`config.mk`:
```
export PLATFORM = sky130hd
export DESIGN_NAME = http_message_head_parser
export DESIGN_NICKNAME = d
export VERILOG_FILES = /design/src/design/hmhp_pkg.sv /design/src/design/http_message_head_parser.sv
export SDC_FILE = /design/constraint.sdc
export NUM_CORES = 1
export LEC_CHECK = 0
export CAP_MARGIN = 30
export CORE_UTILIZATION = 30
export DETAILED_ROUTE_END_ITERATION = 12
export DONT_BUFFER_PORTS = 1
export RECOVER_POWER = 25
export SLEW_MARGIN = 30
export SYNTH_ARGS = -nofsm -noshare
export SYNTH_HDL_FRONTEND = slang
export SYNTH_SLANG_ARGS = --single-unit
```
`constraint.sdc`:
```
create_clock -name clk -period 5.2 [get_ports clk]
set_clock_uncertainty 0.05 [all_clocks]
set_input_delay 0.78 -clock clk [delete_from_list [all_inputs] [get_ports clk]]
set_output_delay 0.78 -clock clk [all_outputs]
set_load 0.05 [all_outputs]
```
`src/design/hmhp_pkg.sv`:
```
//------------------------------------------------------------------------------
// hmhp_pkg
// Shared codes of the HTTP message head parser: phases, byte classes, events.
//------------------------------------------------------------------------------
`default_nettype none

package hmhp_pkg;

	localparam logic [4:0] PH_START      = 5'd0;
	localparam logic [4:0] PH_RQ_METHOD  = 5'd1;
	localparam logic [4:0] PH_RQ_SP1     = 5'd2;
	localparam logic [4:0] PH_RQ_URL     = 5'd3;
	localparam logic [4:0] PH_RQ_SP2     = 5'd4;
	localparam logic [4:0] PH_VER_PREFIX = 5'd5;
	localparam logic [4:0] PH_VER_MAJOR  = 5'd6;
	localparam logic [4:0] PH_VER_MINOR  = 5'd7;
	localparam logic [4:0] PH_RS_SP1     = 5'd8;
	localparam logic [4:0] PH_RS_CODE    = 5'd9;
	localparam logic [4:0] PH_RS_SP2     = 5'd10;
	localparam logic [4:0] PH_RS_REASON  = 5'd11;
	localparam logic [4:0] PH_LINE_LF    = 5'd12;
	localparam logic [4:0] PH_HDR_START  = 5'd13;
	localparam logic [4:0] PH_HDR_SKIP   = 5'd14;
	localparam logic [4:0] PH_HDR_KEY    = 5'd15;
	localparam logic [4:0] PH_HDR_VSKIP  = 5'd16;
	localparam logic [4:0] PH_HDR_VALUE  = 5'd17;
	localparam logic [4:0] PH_FIELD_LF   = 5'd18;
	localparam logic [4:0] PH_HEAD_LF    = 5'd19;
	localparam logic [4:0] PH_DONE       = 5'd20;

	localparam logic [3:0] CLS_SKIP    = 4'd0;
	localparam logic [3:0] CLS_METHOD  = 4'd1;
	localparam logic [3:0] CLS_URL     = 4'd2;
	localparam logic [3:0] CLS_VERSION = 4'd3;
	localparam logic [3:0] CLS_CODE    = 4'd4;
	localparam logic [3:0] CLS_REASON  = 4'd5;
	localparam logic [3:0] CLS_KEY     = 4'd6;
	localparam logic [3:0] CLS_VALUE   = 4'd7;
	localparam logic [3:0] CLS_LINEEND = 4'd8;

	localparam logic [2:0] EV_NONE     = 3'd0;
	localparam logic [2:0] EV_REQ_DONE = 3'd1;
	localparam logic [2:0] EV_STA_DONE = 3'd2;
	localparam logic [2:0] EV_FIELD    = 3'd3;
	localparam logic [2:0] EV_HEAD     = 3'd4;
	localparam logic [2:0] EV_ERROR    = 3'd5;

	localparam logic CFG_MODE    = 1'b0;
	localparam logic CFG_MAX_LEN = 1'b1;

	localparam logic [7:0] CH_CR    = 8'd13;
	localparam logic [7:0] CH_LF    = 8'd10;
	localparam logic [7:0] CH_SP    = 8'd32;
	localparam logic [7:0] CH_COLON = 8'd58;
	localparam logic [7:0] CH_DOT   = 8'd46;

	function automatic logic [3:0] method_len(input logic [2:0] m);
		unique case (m)
			3'd0: method_len = 4'd7;
			3'd1: method_len = 4'd6;
			3'd2: method_len = 4'd3;
			3'd3: method_len = 4'd4;
			3'd4: method_len = 4'd4;
			3'd5: method_len = 4'd3;
			3'd6: method_len = 4'd7;
			default: method_len = 4'd5;
		endcase
	endfunction

	// Byte p of name m; zero beyond the name. The literals are right-justified,
	// so the first character sits in the highest used byte.
	function automatic logic [7:0] method_char(input logic [2:0] m, input logic [3:0] p);
		logic [63:0] s;
		logic [3:0]  n;
		logic [3:0]  idx;
		unique case (m)
			3'd0: s = "CONNECT";
			3'd1: s = "DELETE";
			3'd2: s = "GET";
			3'd3: s = "HEAD";
			3'd4: s = "POST";
			3'd5: s = "PUT";
			3'd6: s = "OPTIONS";
			default: s = "TRACE";
		endcase
		n = method_len(m);
		idx = n - 4'd1 - p;
		method_char = 8'd0;
		if (p < n) begin
			method_char = s[{idx[2:0], 3'b000} +: 8];
		end
	endfunction

	function automatic logic [7:0] prefix_char(input logic [3:0] p);
		unique case (p)
			4'd0: prefix_char = "H";
			4'd1: prefix_char = "T";
			4'd2: prefix_char = "T";
			4'd3: prefix_char = "P";
			4'd4: prefix_char = "/";
			default: prefix_char = 8'd0;
		endcase
	endfunction

endpackage

`default_nettype wire

```
`src/design/http_message_head_parser.sv`:
```
//------------------------------------------------------------------------------
// http_message_head_parser
// Byte-per-item parser of an HTTP request or status line and its header lines.
//------------------------------------------------------------------------------
// Channel   Direction  Handshake       Payload
// in        input      valid / stall   data_byte, message_start
// out       output     valid / stall   byte_class, event_res, method, version,
//                                      status_code, first_length, second_length
// cfg       input      valid / ready   cfg_index, cfg_data
//
// One byte is accepted per clock; its result appears in the output register on
// the next cycle. The parse state update is a single pass of per-phase logic.
// A byte is accepted while the output register is empty or being taken.
// Reset sets request mode and limit 4095, clears parse state and output valid.
//------------------------------------------------------------------------------
`default_nettype none

module http_message_head_parser
	import hmhp_pkg::*;
#(
	parameter int LENGTH_BITS = 12
) (
	input  wire logic        clk,
	input  wire logic        arst_n,
	input  wire logic        in_valid,
	output logic             in_stall,
	input  wire logic [7:0]  data_byte,
	input  wire logic        message_start,
	output logic             out_valid,
	input  wire logic        out_stall,
	output logic [3:0]       byte_class,
	output logic [2:0]       event_res,
	output logic [3:0]       method,
	output logic [1:0]       version,
	output logic [15:0]      status_code,
	output logic [11:0]      first_length,
	output logic [11:0]      second_length,
	input  wire logic        cfg_valid,
	output logic             cfg_ready,
	input  wire logic        cfg_index,
	input  wire logic [11:0] cfg_data
);

	localparam logic [LENGTH_BITS-1:0] LEN_ONE = LENGTH_BITS'(1);
	localparam logic [LENGTH_BITS-1:0] LEN_MAX = '1;

	logic                   mode_q;
	logic [11:0]            max_len_q;
	logic [4:0]             phase_q, phase_d;
	logic [3:0]             mpos_q, mpos_d;
	logic [7:0]             cand_q, cand_d;
	logic [7:0]             major_q, major_d, minor_q, minor_d;
	logic [15:0]            code_q, code_d;
	logic [LENGTH_BITS-1:0] tok_q, tok_d, tkey_q, tkey_d, saved_q, saved_d, line_q, line_d;
	logic                   err_q, err_d;

	logic [3:0]  cls;
	logic [2:0]  ev;
	logic [3:0]  mth;
	logic [1:0]  ver;
	logic [15:0] code_o;
	logic [LENGTH_BITS-1:0] len1, len2;
	logic        ok;
	logic        accept;

	assign cfg_ready = 1'b1;
	assign in_stall  = out_valid && out_stall;
	assign accept    = in_valid && !in_stall;

	always_ff @(posedge clk or negedge arst_n) begin
		if (!arst_n) begin
			mode_q    <= 1'b0;
			max_len_q <= 12'd4095;
		end else if (cfg_valid) begin
			unique case (cfg_index)
				CFG_MODE:    mode_q    <= cfg_data[0];
				CFG_MAX_LEN: max_len_q <= cfg_data;
			endcase
		end
	end

	always_comb begin
		logic [4:0] ph;
		logic [3:0] mp;
		logic [7:0] cd;
		logic [7:0] mj, mn;
		logic [15:0] ca;
		logic [LENGTH_BITS-1:0] tk, tr, sv, ln;
		logic er;
		logic [LENGTH_BITS:0] nl;
		logic [19:0] cw;
		logic [7:0] keep;
		logic [7:0] b;
		logic crlf, dig;
		logic [3:0] dv;
		logic do_method, do_prefix, do_key;

		b = data_byte;
		if (message_start) begin
			ph = PH_START; mp = '0; cd = 8'hFF; mj = '0; mn = '0; ca = '0;
			tk = '0; tr = '0; sv = '0; ln = '0; er = 1'b0;
		end else begin
			ph = phase_q; mp = mpos_q; cd = cand_q; mj = major_q; mn = minor_q;
			ca = code_q; tk = tok_q; tr = tkey_q; sv = saved_q; ln = line_q; er = err_q;
		end
		cls = CLS_SKIP; ev = EV_NONE; mth = '0; ver = '0; code_o = '0;
		len1 = '0; len2 = '0; ok = 1'b1;
		crlf = (b == CH_CR) || (b == CH_LF);
		dig  = (b >= 8'd48) && (b <= 8'd57);
		dv   = b[3:0];
		do_method = 1'b0; do_prefix = 1'b0; do_key = 1'b0;
		nl = {1'b0, ln} + 1'b1;
		keep = '0;
		cw = '0;

		if (er) begin
			ev = EV_ERROR;
		end else if (ph != PH_DONE) begin
			if (!crlf) begin
				if (17'(nl) > 17'(max_len_q) || nl > {1'b0, LEN_MAX}) begin
					ok = 1'b0;
				end else begin
					ln = nl[LENGTH_BITS-1:0];
				end
			end
			if (ok) begin
				unique case (ph)
					PH_START: begin
						if (b != CH_SP) begin
							if (!mode_q) begin
								ph = PH_RQ_METHOD; cls = CLS_METHOD; do_method = 1'b1;
							end else begin
								mp = '0; cls = CLS_VERSION; do_prefix = 1'b1;
							end
						end
					end
					PH_RQ_METHOD: begin
						if (b == CH_SP) begin
							for (int i = 0; i < 8; i++) begin
								keep[i] = cd[i] && (method_len(3'(i)) == mp);
							end
							cd = keep; ok = (keep != 8'd0); ph = PH_RQ_SP1;
						end else begin
							cls = CLS_METHOD; do_method = 1'b1;
						end
					end
					PH_RQ_SP1: begin
						if (crlf) ok = 1'b0;
						else if (b != CH_SP) begin
							tk = LEN_ONE; ph = PH_RQ_URL; cls = CLS_URL;
						end
					end
					PH_RQ_URL: begin
						if (b == CH_SP) begin
							sv = tk; ph = PH_RQ_SP2;
						end else if (crlf) ok = 1'b0;
						else begin
							tk = tk + 1'b1; cls = CLS_URL;
						end
					end
					PH_RQ_SP2: begin
						if (b != CH_SP) begin
							mp = '0; cls = CLS_VERSION; do_prefix = 1'b1;
						end
					end
					PH_VER_PREFIX: begin
						cls = CLS_VERSION; do_prefix = 1'b1;
					end
					PH_VER_MAJOR: begin
						cls = CLS_VERSION;
						if (dig) mj = 8'({mj, 3'b0} + {mj, 1'b0} + {4'd0, dv});
						else if (b == CH_DOT) ph = PH_VER_MINOR;
						else ok = 1'b0;
					end
					PH_VER_MINOR: begin
						if (dig) begin
							mn = 8'({mn, 3'b0} + {mn, 1'b0} + {4'd0, dv}); cls = CLS_VERSION;
						end else if (!mode_q && b == CH_CR) begin
							ph = PH_LINE_LF; cls = CLS_LINEEND;
						end else if (mode_q && b == CH_SP) ph = PH_RS_SP1;
						else ok = 1'b0;
					end
					PH_RS_SP1: begin
						if (b != CH_SP) begin
							if (dig) begin
								ca = {12'd0, dv}; ph = PH_RS_CODE; cls = CLS_CODE;
							end else ok = 1'b0;
						end
					end
					PH_RS_CODE: begin
						if (dig) begin
							cw = {ca, 3'b0} + {ca, 1'b0} + {16'd0, dv};
							ca = (cw > 20'd65535) ? 16'hFFFF : cw[15:0];
							cls = CLS_CODE;
						end else if (b == CH_SP) begin
							tk = '0; ph = PH_RS_SP2;
						end else ok = 1'b0;
					end
					PH_RS_SP2: begin
						if (b == CH_CR) begin
							ph = PH_LINE_LF; cls = CLS_LINEEND;
						end else if (b == CH_LF) ok = 1'b0;
						else if (b != CH_SP) begin
							tk = LEN_ONE; ph = PH_RS_REASON; cls = CLS_REASON;
						end
					end
					PH_RS_REASON: begin
						if (b == CH_CR) begin
							ph = PH_LINE_LF; cls = CLS_LINEEND;
						end else if (b == CH_LF) ok = 1'b0;
						else begin
							tk = tk + 1'b1; cls = CLS_REASON;
						end
					end
					PH_LINE_LF: begin
						if (b != CH_LF) ok = 1'b0;
						else begin
							cls = CLS_LINEEND;
							if (mj == 8'd1 && mn == 8'd1) ver = 2'd3;
							else if (mj == 8'd1 && mn == 8'd0) ver = 2'd2;
							else if (mj == 8'd0 && mn == 8'd9) ver = 2'd1;
							if (!mode_q) begin
								ev = EV_REQ_DONE; len1 = sv;
								for (int i = 7; i >= 0; i--) begin
									if (cd[i]) mth = 4'(i + 1);
								end
							end else begin
								ev = EV_STA_DONE; code_o = ca; len1 = tk;
							end
							tk = '0; tr = '0; ln = '0; ph = PH_HDR_START;
						end
					end
					PH_HDR_START: begin
						if (b == CH_CR) begin
							ph = PH_HEAD_LF; cls = CLS_LINEEND;
						end else if (b == CH_SP) ph = PH_HDR_SKIP;
						else do_key = 1'b1;
					end
					PH_HDR_SKIP: begin
						if (b != CH_SP) do_key = 1'b1;
					end
					PH_HDR_KEY: do_key = 1'b1;
					PH_HDR_VSKIP: begin
						if (b == CH_CR) begin
							ph = PH_FIELD_LF; cls = CLS_LINEEND;
						end else if (b == CH_LF) ok = 1'b0;
						else if (b != CH_SP) begin
							tk = LEN_ONE; ph = PH_HDR_VALUE; cls = CLS_VALUE;
						end
					end
					PH_HDR_VALUE: begin
						if (b == CH_CR) begin
							ph = PH_FIELD_LF; cls = CLS_LINEEND;
						end else if (b == CH_LF) ok = 1'b0;
						else begin
							tk = tk + 1'b1; cls = CLS_VALUE;
						end
					end
					PH_FIELD_LF: begin
						if (b != CH_LF) ok = 1'b0;
						else begin
							cls = CLS_LINEEND; ev = EV_FIELD; len1 = tr; len2 = tk;
							tk = '0; tr = '0; ln = '0; ph = PH_HDR_START;
						end
					end
					PH_HEAD_LF: begin
						if (b != CH_LF) ok = 1'b0;
						else begin
							cls = CLS_LINEEND; ev = EV_HEAD; ln = '0; ph = PH_DONE;
						end
					end
					default: ok = 1'b0;
				endcase

				if (do_method) begin
					if (crlf) ok = 1'b0;
					else begin
						for (int i = 0; i < 8; i++) begin
							if (cd[i] && (mp >= method_len(3'(i))
									|| method_char(3'(i), mp) != b)) begin
								cd[i] = 1'b0;
							end
						end
						if (mp < 4'd15) mp = mp + 1'b1;
						ok = (cd != 8'd0);
					end
				end
				if (do_prefix) begin
					if (mp < 4'd5 && prefix_char(mp) == b) begin
						mp = mp + 1'b1;
						ph = (mp == 4'd5) ? PH_VER_MAJOR : PH_VER_PREFIX;
					end else ok = 1'b0;
				end
				if (do_key) begin
					if (crlf) ok = 1'b0;
					else if (b == CH_COLON) begin
						tk = '0; ph = PH_HDR_VSKIP; cls = CLS_SKIP;
					end else begin
						tk = tk + 1'b1;
						if (b != CH_SP) tr = tk;
						ph = PH_HDR_KEY; cls = CLS_KEY;
					end
				end
			end
			if (!ok) begin
				er = 1'b1; cls = CLS_SKIP; ev = EV_ERROR; mth = '0; ver = '0;
				code_o = '0; len1 = '0; len2 = '0;
			end
		end

		phase_d = ph; mpos_d = mp; cand_d = cd; major_d = mj; minor_d = mn; code_d = ca;
		tok_d = tk; tkey_d = tr; saved_d = sv; line_d = ln; err_d = er;
	end

	always_ff @(posedge clk or negedge arst_n) begin
		if (!arst_n) begin
			phase_q <= PH_START;
			mpos_q  <= '0;
			cand_q  <= 8'hFF;
			major_q <= '0;
			minor_q <= '0;
			code_q  <= '0;
			tok_q   <= '0;
			tkey_q  <= '0;
			saved_q <= '0;
			line_q  <= '0;
			err_q   <= 1'b0;
			out_valid <= 1'b0;
		end else begin
			if (accept) begin
				phase_q <= phase_d;
				mpos_q  <= mpos_d;
				cand_q  <= cand_d;
				major_q <= major_d;
				minor_q <= minor_d;
				code_q  <= code_d;
				tok_q   <= tok_d;
				tkey_q  <= tkey_d;
				saved_q <= saved_d;
				line_q  <= line_d;
				err_q   <= err_d;
				out_valid <= 1'b1;
			end else if (!out_stall) begin
				out_valid <= 1'b0;
			end
		end
	end

	always_ff @(posedge clk) begin
		if (accept) begin
			byte_class    <= cls;
			event_res     <= ev;
			method        <= mth;
			version       <= ver;
			status_code   <= code_o;
			first_length  <= 12'(len1);
			second_length <= 12'(len2);
		end
	end

endmodule

`default_nettype wire

```
**Word-level counts from Yosys, hierarchy flattened**

Index checks and enable logic that the tools add are counted.

- Logic and storage cells: 620
- Output and inout port bits: 56
- Input bits: 27
- Flip-flop bits (word level): 165

- Reductions and logical operators: 61
- $lt $le $gt $ge: 17
- Bitwise gates (word level): 7
- $add $sub $neg: 21
- Shift-type cells: 8
- Eq/ne operators: 50
- Multiplexer cells: 431

Operator list:

| operator | count |
|---|---|
| 64-bit 2-to-1 mux | 40 |
| 8-bit 2-to-1 mux | 75 |
| 12-bit 2-to-1 mux | 48 |
| 64-bit by 7-bit indexed part select with 8-bit output | 8 |
| 4-bit 2-to-1 mux | 79 |
| 5-bit 2-to-1 mux | 36 |
| 16-bit 2-to-1 mux | 8 |
| 1-bit 2-to-1 mux | 101 |
| 5-bit one-hot mux with 15 select lines | 1 |
| 12-bit one-hot mux with 6 select lines | 1 |
| 8-bit != test | 8 |
| 4-bit one-hot mux with 15 select lines | 1 |
| 3-bit 2-to-1 mux | 17 |
| 5-bit by 4-bit == test with 1-bit output (second input constant) | 8 |
| 16-bit one-hot mux with 2 select lines | 1 |
| 2-bit 2-to-1 mux | 15 |
| 7-bit one-hot mux with 4 select lines | 1 |
| 1-bit logical AND | 25 |
| 12-bit by 1-bit adder with 12-bit output (second input constant) | 2 |
| 8-bit by 4-bit == test with 1-bit output (second input constant) | 3 |
| 8-bit by 6-bit == test with 1-bit output (second input constant) | 3 |
| 12-bit one-hot mux with 2 select lines | 1 |
| 19-bit by 17-bit adder with 20-bit output | 1 |
| 20-bit by 4-bit adder with 20-bit output | 1 |
| 50 further kinds | 111 |

**Depth between registers and ports, before layout**

Gate-level depths: netlist of the first run.

- Word-level depth: 46
- Depth in mapped cells: 27
- Depth with buffers taken out: 21

**Least setup slack after synthesis of the first run**

No wires, ideal clock.

- Kind: input to register
- From: input message_start
- To: register minor_q[0]
- Arrival time: 6.178 ns
- Stages on the path: 25
- Setup time: 0.068 ns
- Path buffers: 9
- Data required time: 5.082 ns
- Setup slack: -1.096 ns
- Path through: buf_2 buf_1 clkbuf_1 buf_2 clkbuf_1 buf_2 buf_2 clkbuf_1 nor2b_1 ha_1 nand3_1 or2_2 xor2_1 nor2_1 ha_1 a211o_1 nor2_1 a211oi_1 o21ai_0 o311ai_2 and2_1 buf_4 or3_1 nor3_1 a22o_1

- Cells in the longest elaborated chain, start to end: 11
- Elaborated cells on any way between the ends: 19
- Those cells by class: add/sub: 1; order compare: 2; eq/ne: 2; mux: 13; reduce/logical: 1

Ends and longest elaborated chain:

| item | line | source |
|---|---|---|
| start: declaration | http_message_head_parser.sv:28 | `input wire logic message_start,` |
| 12-bit 2-to-1 mux | http_message_head_parser.sv:99 | `if (message_start) begin` |
| 12-bit by 1-bit adder with 13-bit output | http_message_head_parser.sv:112 | `nl = {1'b0, ln} + 1'b1;` |
| 13-bit by 12-bit > comparator with 1-bit output | http_message_head_parser.sv:120 | `if (17'(nl) > 17'(max_len_q) \|\| nl > {1'b0, LEN_MAX}) begin` |
| 1-bit logical OR | http_message_head_parser.sv:120 |  |
| 1-bit 2-to-1 mux | http_message_head_parser.sv:120 |  |
| 1-bit 2-to-1 mux | http_message_head_parser.sv:119 | `if (!crlf) begin` |
| 1-bit 2-to-1 mux | http_message_head_parser.sv:118 | `end else if (ph != PH_DONE) begin` |
| 1-bit 2-to-1 mux | http_message_head_parser.sv:116 | `if (er) begin` |
| 8-bit 2-to-1 mux | http_message_head_parser.sv:126 | `if (ok) begin` |
| 8-bit 2-to-1 mux | http_message_head_parser.sv:118 |  |
| 8-bit 2-to-1 mux * | http_message_head_parser.sv:116 |  |
| end signal: assignment | http_message_head_parser.sv:335 | `minor_q <= minor_d;` |
| end: declaration | http_message_head_parser.sv:52 | `logic [7:0] major_q, major_d, minor_q, minor_d;` |

Mark *: on every way between the ends. The rest lies on a longest branch, timed or not. The select of a mux whose other input is x is not followed.
A chain may end at the register's enable or synchronous reset.

**Worst setup path after layout of the first run**

- From: input data_byte[1]
- To: register first_length[8], data pin

- Cells in the longest elaborated chain, start to end: 35
- Elaborated cells on any way between the ends: 240
- Those cells by class: add/sub: 6; order compare: 14; eq/ne: 19; shift: 8; mux: 166; bitwise: 2; reduce/logical: 25

Ends and longest elaborated chain:

| item | line | source |
|---|---|---|
| start: declaration | http_message_head_parser.sv:27 | `input wire logic [7:0] data_byte,` |
| 8-bit by 6-bit != test with 1-bit output | n/a |  |
| 4-bit 2-to-1 mux (on tied branches) | http_message_head_parser.sv:162, http_message_head_parser.sv:129 |  |
| 4-bit one-hot mux with 2 select lines | http_message_head_parser.sv:127 | `unique case (ph)` |
| 4-bit 2-to-1 mux | http_message_head_parser.sv:126 |  |
| 4-bit 2-to-1 mux | http_message_head_parser.sv:118 |  |
| 4-bit 2-to-1 mux | http_message_head_parser.sv:116 |  |
| 3-bit subtractor | hmhp_pkg.sv:87 | `idx = n - 4'd1 - p;` |
| 64-bit by 7-bit indexed part select with 8-bit output | hmhp_pkg.sv:90 | `method_char = s[{idx[2:0], 3'b000} +: 8];` |
| [... 19 more ...] | n/a |  |
| 1-bit 2-to-1 mux | http_message_head_parser.sv:288 | `if (do_prefix) begin` |
| 1-bit 2-to-1 mux | http_message_head_parser.sv:295 | `if (crlf) ok = 1'b0;` |
| 1-bit 2-to-1 mux | http_message_head_parser.sv:294 | `if (do_key) begin` |
| 1-bit 2-to-1 mux | http_message_head_parser.sv:126 |  |
| 1-bit 2-to-1 mux | http_message_head_parser.sv:118 |  |
| 1-bit 2-to-1 mux | http_message_head_parser.sv:116 |  |
| 1-bit inverter (no line) | n/a |  |
| 4-bit OR reduction (no line) | n/a |  |
| end signal: assignment | http_message_head_parser.sv:356 | `first_length <= 12'(len1);` |
| end: declaration | http_message_head_parser.sv:36 | `output logic [11:0] first_length,` |

Several ways; a longest one is shown, not always the timed one. The select of a mux whose other input is x is not followed.

==> results of run 1 <==
==> layer usage <==
| layer | up-vias | GRT usage, % | part of all wire [%] |
|---|---|---|---|
| li1 | 5923 | - | - |
| met3 | 90 | 4.13 | 6.3 |
| met2 | 487 | 33.6 | 47 |
| met5 | - | 0 | 0 |
| met4 | 0 | 7.07 | 2.7 |
| met1 | 6300 | 28.0 | 44 |
==> through the flow <==
step	setup WS, ns	std cells
floorplan	-0.0862	1589
global placement	0.0969	2171
detailed placement	0.0364	2171
CTS	0.561	2204
global route	0.242	2204
finish	0.483	2204
==> layout make-up <==
| type | instances | share of cell area, % |
|---|---|---|
| clock buffers | 17 | 2.77 |
| inverters | 59 | 1.49 |
| repair buffers | 91 | 4.43 |
| clock inverters | 15 | 1.18 |
| multi-input cells | 1265 | 56.6 |
| well taps | 592 | 4.82 |
| flip-flops and latches | 165 | 28.7 |
==> worst max-delay path, stage by stage <==
cell	delay, ns
or4_1	0.55
o211ai_1	0.25
and2_1	0.29
nand2_8	0.08
inv_8	0.06
ha_4	0.13
nand3_2	0.08
o211ai_1	0.28
buf_4	0.18
xnor2_1	0.18
inv_1	0.11
ha_1	0.22
or4_1	0.41
o21ai_1	0.11
and4_1	0.17
o211a_1	0.21
o21ai_1	0.09
nor2_2	0.16
nand3_2	0.13
buf_4	0.27
nor3_1	0.21
==> state kept, by name (all words and copies together), names as in the netlist <==
| signal | flops |
|---|---|
| byte_class | 4 |
| cand_q | 8 |
| code_q | 16 |
| err_q | 1 |
| event_res | 3 |
| first_length | 12 |
| line_q | 12 |
| major_q | 8 |
| max_len_q | 12 |
| method | 4 |
| minor_q | 8 |
| mode_q | 1 |
| mpos_q | 4 |
| out_valid | 1 |
| phase_q | 5 |
| saved_q | 12 |
| second_length | 12 |
| status_code | 16 |
| tkey_q | 12 |
| tok_q | 12 |
| version | 2 |
==> cells in the final DEF (no fill, tap or decap), types with 20 or more instances in the layout <==
master and n:
dfstp_2 20, xnor2_1 39, nand2b_1 20, a21oi_1 82, mux2_2 27, nand2_1 165, inv_1 57, xor2_1 30
nand3_1 42, nor3_1 34, ha_1 84, nor2_1 141, a22o_1 36, o21ai_0 101, nor2b_1 41, and3_1 20
a22oi_1 36, edfxtp_1 53, buf_4 90, dfrtp_1 92
==> where the power goes <==
part           switching (mW)  internal [mW]  leakage (nW)  total, mW
Combinational           0.663          0.424          4.18       1.09
Sequential              0.205           1.47          1.99       1.68
Clock                   0.660          0.651         0.296       1.31
==> repair_timing <==
action | in CTS | in global routing
endpoints found under the hold margin | 92 | 0
gates resized for setup | 0 | 0
setup buffers | 0 | 0
hold buffers | 1 | 0
==> logic make-up after synthesis <==
group                      count (synthesis)  synth area share (%)
muxes                                     30                  2.55
buffers and inverters                    159                  4.76
and+or+nand+nor                          596                  22.0
other                                      1                0.0276
AOI/OAI and AO/OA                        475                  24.6
xor gates and xnor gates                  70                  4.57
adders and majority gates                 93                  8.90
DFF                                      165                  32.6
==> path summary, 6_finish.rpt <==
kind                              startpoint               to
worst min register to register     code_q[6]        code_q[6]
min in group clk                    in_valid        out_valid
worst min-delay path                  arst_n        cand_q[1]
worst max-delay path            data_byte[1]  first_length[8]
worst max register to register     line_q[0]       version[1]
max in group asynchronous             arst_n        line_q[9]
==> results_dict.tcl, run 1 <==
set metrics [dict create \
    yosysSeqAreaShare_pct 32.6 \
    path_max_fanout 23 \
    setup_violations 0 \
    cts_sinks 165 \
    first_global_vias 12487 \
    syn-num-nets 1709 \
    grt_overflow 0 \
    synth_edf_count 53 \
    yosysWarnings 0 \
    antenna_found_initial 0 \
    cap_violations 1 \
    violations "max-capacitance violations, max-slew violations" \
    ys_ff_latch 165 \
    seq_area_um2 4420 \
    power.density_nw_per_um2 265 \
    finalHoldViolations 0 \
    num_rows 77 \
    antenna_left 0 \
    synth.distinct_cells 100 \
    place.detailed.hpwl_mm 34.9 \
    start_util_pct 30.6 \
    fin_crit_sh_pct 90.7 \
    diodes 0 \
    synthFlopType "dfrtp_1" \
    coreArea_um2 44400 \
    status "finished with violations" \
    vias 12800 \
    reg2regPathDepth 19 \
    cts_buffers 17 \
    final_net_count 1719 \
    drv_slew 93 \
    clk_pin_slew_worst_paths_ns 0.08 \
    critPathKind "in2reg" \
    grt_pass1_wl_mm 75.1 \
    critPathRequiredTime_ns 5.46 \
    synth_area_leaders "dfrtp_1 17%, edfxtp_1 12%, ha_1 8.0%, nand2_1 4.6%, nor2_1 4.0%" \
    synth.avg_cell_area_um2 8.54 \
    drc_errors 0 \
    place_congestion 0.958 \
    worst_ep_arrival_time_ns 4.98 \
    die_h_um 215 \
    reg2reg_slack_ns 0.55 \
    grtUsageTotal_pct 20.9 \
    yosysTopAreaCell "dfrtp_1" \
    wl_per_cell_um 21.7 \
    drt-vias-per-instance 5.81 \
    postSynth.asyncResetShare_pct 67.9 \
    fillers 4534 \
    rsz0062_at_grt "no" \
    fmax_mhz 212 \
    min_path_type "in2async" \
    design_area_um2 15400 \
    die_x_um 215 \
    synth_area_um2 13600 \
    power_mw 4.08 \
    drtPass1Iterations 6 \
    clk_path_buf_depth 2 \
    drive_gt1_share_pct 14.8 \
    endpoint_kind "flip-flop" \
    syn_inst 1589 \
    netlist_top_cells_count "166 x nand2_1, 145 x nor2_1, 104 x o21ai_0, 92 x dfrtp_1, 87 x ha_1" \
    pin_count 83 \
    vdd_drop_max_uv 187 \
    drt-initial-drc-count 1353 \
    multiInputGateArea_um2 8700 \
    clk_latency_ns 0.48 \
    area_growth_pct 13.2 \
    synth.top_cell.area_share_pct 17.0 \
    dpl_cell_area_um2 14800 \
    fin_crit_ns 4.72 \
    io_buffer_count 0 \
    drt_wl_total_mm 47.7 \
    yosysMostFrequentCell "nand2_1" \
    grt_max_degree 107 \
    cts_tree "built" \
    tns_ns 0 \
    start_kind "primary input" \
    finish.utilization_pct 34.6 \
    power.leakage_nw 6.46 \
    hold_ws_ns 0.0906 \
    cts_root_buf "clkbuf_16" \
    dieArea_um2 46100 \
    tightest_slew_ns 2.60 \
    max-slew-margin-rel_pct -73.1 \
    htree_levels 4 \
]
(Power assumes the default switching activity.)
==> inputs of run 2 (changes only) <==
--- a/config.mk
+++ b/config.mk
@@ -6,9 +6,10 @@
 export NUM_CORES = 1
 export LEC_CHECK = 0
 export CAP_MARGIN = 30
-export CORE_UTILIZATION = 30
+export CORE_UTILIZATION = 59
 export DETAILED_ROUTE_END_ITERATION = 12
 export DONT_BUFFER_PORTS = 1
+export PLACE_DENSITY = 0.78
 export RECOVER_POWER = 25
 export SLEW_MARGIN = 30
 export SYNTH_ARGS = -nofsm -noshare
==> run 2 against run 1 <==
Effect of this change: the run still ends with max-capacitance violations, max-slew violations left; sequential share of layout area rose by 1.0 points; routed wire length is 6.9% lower; global-route usage up 18 points; combinational power barely moved; design area is 3.4% lower; core utilization rose by 31 points; critical endpoint is now event_res[0]; largest power group unchanged; highest routed layer unchanged.
==> results_dict.tcl, run 2 (synthesis results as in run 1) <==
set metrics [dict create \
    grtUsageTotal_pct 38.5 \
    num_rows 55 \
    htree_levels 4 \
    cts_sinks 165 \
    coreArea_um2 22600 \
    clkPwrFrac_pct 32.7 \
    p_int_mw 2.63 \
    endpoint "event_res[0]" \
    drv_slew 93 \
    grt_overflow 0 \
    cap_violations 1 \
    pin_count 83 \
    dp_cells 1842 \
    clk_latency_ns 0.45 \
    seqPwrFrac_pct 40.9 \
    finalHoldViolations 0 \
    reg2reg_slack_ns 0.55 \
    die_x_um 154 \
    power_switching_mw 1.48 \
    p_sw_share_pct 36.0 \
    layout_common_cells "165 x nand2_1, 141 x nor2_1, 101 x o21ai_0" \
    power_mw 4.11 \
    diodes 0 \
    endpoint_kind "flip-flop" \
    start_kind "primary input" \
    drt-met1-wl_mm 17.8 \
    vdd_drop_max_uv 187 \
    status "finished with violations" \
    hold_ws_ns 0.119 \
    rsz0062_at_grt "no" \
    antenna_left 0 \
    setup_slack_ns 0.438 \
    critPathKind "in2reg" \
    cts_tree "built" \
    io_buffer_count 0 \
    power.leakage_nw 6.36 \
    drt-initial-drc-count 1753 \
    ctsResizeCount 0 \
    place_congestion 1.05 \
    wl_met3_mm 4.38 \
    antenna_found_initial 0 \
    violations "max-capacitance violations, max-slew violations" \
    highest_layer "met4" \
    cts_root_buf "clkbuf_16" \
    fin_crit_ns 4.76 \
    drtPass1Iterations 6 \
    cts_buffers 17 \
    post_cts_buffers 0 \
    clk_pin_slew_worst_paths_ns 0.08 \
    place.detailed.hpwl_mm 31.4 \
    cp-startpoint "data_byte[6]" \
    layout_commonest_cell "nand2_1" \
    setup_violations 0 \
    first_global_vias 12776 \
    drt-vias-per-instance 7.10 \
    tightest_slew_ns 2.48 \
    tns_ns 0 \
    r2r_end "event_res[0]" \
    min_path_type "in2async" \
    vias 13304 \
    reg2regPathDepth 17 \
    wl_met2_mm 20.1 \
    fin_crit_sh_pct 91.6 \
    drc_errors 0 \
    pwr-share-comb_pct 26.4 \
    drive_gt1_share_pct 13.5 \
    grt_max_degree 107 \
    max-slew-margin-rel_pct -65.2 \
    worst_ep_arrival_time_ns 4.89 \
    reg_top3 "code_q (16), status_code (16)" \
    wl_per_cell_um 23.7 \
    dieArea_um2 23600 \
    drt_wl_total_mm 44.4 \
    power.density_nw_per_um2 277 \
    grt_pass1_wl_mm 71.1 \
    path_max_fanout 11 \
    timing.rr.start "phase_q[4]" \
    clk_path_buf_depth 2 \
    post_layout_nonfiller_instances 1875 \
    pre_cts_slack_ns 0.0584 \
    die_h_um 154 \
    start_util_pct 60.1 \
    final_net_count 1697 \
    critPathRequiredTime_ns 5.33 \
    post_cts_hold_buffer_count 1 \
    area_growth_pct 9.41 \
    fmax_mhz 210 \
]
-- run 2: how the worst min path moves through the flow --
stage | start | to
final | arst_n | max_len_q[0]
after global routing | arst_n | max_len_q[0]
after CTS | arst_n | max_len_q[2]
after detailed placement | code_q[11] | code_q[11]
after global placement | code_q[11] | code_q[11]
after floorplan | code_q[11] | code_q[11]
-- run 2: routing by layer --
| layer | up-vias | GRT usage [%] |
|---|---|---|
| met5 | - | 0 |
| met3 | 166 | 6.34 |
| li1 | 5870 | - |
| met1 | 6378 | 51.9 |
| met4 | 0 | 17.5 |
| met2 | 890 | 60.7 |
-- run 2: area by class of cell --
class / instances / area [µm²]
multi-input combinational: 1265 / 8700
fill: 1872 / 7720
sequential: 165 / 4420
timing repair buffer: 69 / 541
clock buffer: 21 / 483
tap: 285 / 357
inverter: 59 / 229
clock inverter: 11 / 128
-- run 2: per-stage QoR --
stage / cell area, µm² / utilization [%]
2_1_floorplan: 13800 / -
3_3_place_gp: 14200 / 63.1
3_5_place_dp: 14200 / 63.1
4_1_cts: 14900 / 65.9
5_1_grt: 14900 / 65.8
6_report: 14900 / 65.8
-- run 2: critical path, cell delays in order --
cell	delay, ns
or4b_4	0.56
o211ai_1	0.22
and2_1	0.29
nand2_8	0.09
buf_4	0.20
ha_1	0.20
or4b_2	0.62
a21boi_0	0.28
o31ai_1	0.13
a21oi_1	0.14
a21oi_1	0.06
a2111o_1	0.49
o2111ai_2	0.26
a21oi_2	0.10
or4_1	0.49
-- run 2: power groups by stage --
stage                     clock (mW)  sequential [mW]  combinational [mW]
after CTS                       1.33             1.67                1.05
after floorplan                    0             1.63               0.766
after detailed placement           0             1.70                1.03
final                           1.34             1.68                1.08
after global routing            1.39             1.69                1.17
after global placement             0             1.69                1.01
==> inputs of run 3 (changes only) <==
--- a/config.mk
+++ b/config.mk
@@ -7,9 +7,10 @@
 export LEC_CHECK = 0
 export CAP_MARGIN = 30
 export CORE_UTILIZATION = 59
+export CTS_CLUSTER_SIZE = 16
 export DETAILED_ROUTE_END_ITERATION = 12
 export DONT_BUFFER_PORTS = 1
-export PLACE_DENSITY = 0.78
+export PLACE_DENSITY = 0.82
 export RECOVER_POWER = 25
 export SLEW_MARGIN = 30
 export SYNTH_ARGS = -nofsm -noshare
==> run 3 against run 2 <==
Effect of this change: the run still ends with max-capacitance violations, max-slew violations left; hold slack lost 0.0030 ns; die area is the same; combinational power is essentially flat; critical path type unchanged; core utilization shrank 0.18 points; routed wire length grew 0.51%; design area shrank 0.28%; final cell count is the same; sequential power is essentially flat; via count shrank 1.1%; highest routed layer unchanged.
==> results_dict.tcl, run 3 (synthesis results as in run 1) <==
set metrics [dict create \
    status "finished with violations" \
    violations "max-capacitance violations, max-slew violations" \
    antenna_left 0 \
    rsz0062_at_grt "no" \
    crit_chain "or4b_4 -> buf_4 -> o22ai_1 -> a21oi_2 -> nor2_2 -> ha_4 -> nand3_2 -> o211ai_1 -> buf_4 -> xnor2_1 -> inv_1 -> ha_1 -> or4_1 -> o21ai_1 -> and4_1 -> o211a_1 -> o21ai_1 -> nor2_2 -> nand3_2 -> buf_4 -> nor3_1" \
    clkPwrFrac_pct 31.9 \
    grt_overflow 0 \
    antenna_found_initial 0 \
    critPathRequiredTime_ns 5.44 \
    pin_count 83 \
    hold_ws_ns 0.116 \
    drive_gt1_share_pct 13.6 \
    worst_ep_arrival_time_ns 5.04 \
    r2r_end "first_length[5]" \
    drv_slew 93 \
    setup_violations 0 \
    coreArea_um2 22600 \
    wl_per_cell_um 23.8 \
    drt-initial-drc-count 1531 \
    cts_sinks 165 \
    pre_cts_slack_ns 0.0216 \
    area_growth_pct 9.11 \
    start_kind "primary input" \
    diodes 0 \
    crit_top_cell "buf_4" \
    start_util_pct 60.1 \
    clk_path_buf_depth 2 \
    max-slew-margin-rel_pct -65.9 \
    critPathKind "in2reg" \
    slowest_delay_ns 0.53 \
    power.leakage_nw 6.33 \
    io_buffer_count 0 \
    finish.utilization_pct 65.6 \
    power.density_nw_per_um2 272 \
    cts_root_buf "clkbuf_16" \
    clk_latency_ns 0.46 \
    fin_crit_sh_pct 92.3 \
    setup_slack_ns 0.399 \
    clk_pin_slew_worst_paths_ns 0.08 \
    p_sw_share_pct 37.3 \
    p_int_mw 2.53 \
    cap_violations 1 \
    path_buf_inv 4 \
    fillers 1851 \
    seqPwrFrac_pct 41.9 \
    final_net_count 1697 \
    vdd_drop_max_uv 231 \
    drt-vias-per-instance 7.02 \
    grt_pass1_wl_mm 70.4 \
    timing.rr.start "mode_q" \
    die_x_um 154 \
    grt_max_degree 107 \
    htree_levels 4 \
    tns_ns 0 \
    drtPass1Iterations 8 \
    grtUsageTotal_pct 38.4 \
    tightest_slew_ns 2.49 \
    endpoint_kind "flip-flop" \
    cts_buffers 17 \
    cpLargestDelayFamily "simple AND/OR/NAND/NOR gates" \
    vias 13160 \
    fmax_mhz 208 \
    place.detailed.hpwl_mm 31.8 \
    reg2regPathDepth 21 \
    drc_errors 0 \
    reg_top3 "code_q (16), status_code (16)" \
    num_rows 55 \
    die_h_um 154 \
    drt_wl_total_mm 44.6 \
    power_switching_mw 1.50 \
    path_max_fanout 16 \
    min_path_type "in2async" \
    layout_common_cells "165 x nand2_1, 141 x nor2_1, 101 x o21ai_0" \
    place_congestion 1.03 \
    finalHoldViolations 0 \
    post_cts_hold_buffer_count 1 \
    reg2reg_slack_ns 0.61 \
    fin_crit_ns 4.80 \
    post_cts_buffers 0 \
    layout_commonest_cell "nand2_1" \
    cts_tree "built" \
    critPathSlowestCell "or4b_4" \
    dieArea_um2 23600 \
    first_global_vias 12634 \
    pwr-share-comb_pct 26.2 \
    ctsResizeCount 0 \
    power_mw 4.03 \
]
-- run 3: changes by cell type in the layout (fill, tap and decap cells not counted), sizes merged --
| cell | delta |
|---|---|
| clkinvlp | +1 |
| bufinv | -1 |
| inv | +1 |
| clkinv | +3 |
| clkbuf | -4 |
-- run 3: how the worst max path moves through the flow --
stage / start / endpoint / slack [ns] / cells past startpoint
after floorplan: data_byte[4] / event_res[0] / -0.09 / 22
after global placement: data_byte[1] / event_res[0] / 0.12 / 20
after detailed placement: data_byte[6] / event_res[0] / 0.02 / 20
after CTS: data_byte[6] / event_res[0] / 0.49 / 20
after global routing: data_byte[1] / byte_class[3] / 0.13 / 20
final: data_byte[6] / first_length[5] / 0.40 / 21
-- run 3: final cells by class --
class / count / area, µm² / area share, %
inverters: 59 / 229 / 1.55
clock inverters: 15 / 156 / 1.06
multi-input cells: 1265 / 8700 / 58.7
flip-flops and latches: 165 / 4420 / 29.8
well taps: 285 / 357 / 2.41
repair buffers: 69 / 528 / 3.56
clock buffers: 17 / 425 / 2.87
-- run 3: per-stage QoR --
step	cell area (µm²)	cells
after floorplan	13800	1589
after global placement	14200	1842
after detailed placement	14200	1842
after CTS	14800	1875
after global routing	14800	1875
final	14800	1875
-- run 3: routing by layer --
metal	share of wire (%)	vias up	routed length, µm	global-route usage, %
met5	0	-	0	0
met4	5.8	0	2570	22.0
met3	9.6	194	4300	7.10
met2	44	791	19700	59.0
met1	40	6310	18100	50.9
li1	-	5865	-	-
-- run 3: power groups by stage --
stage          logic, mW  clock network [mW]  registers [mW]
4_1_cts             1.03                1.28            1.68
3_5_place_dp        1.01                   0            1.71
6_report            1.05                1.28            1.69
2_1_floorplan      0.766                   0            1.63
3_3_place_gp       0.993                   0            1.70
5_1_grt             1.14                1.32            1.70
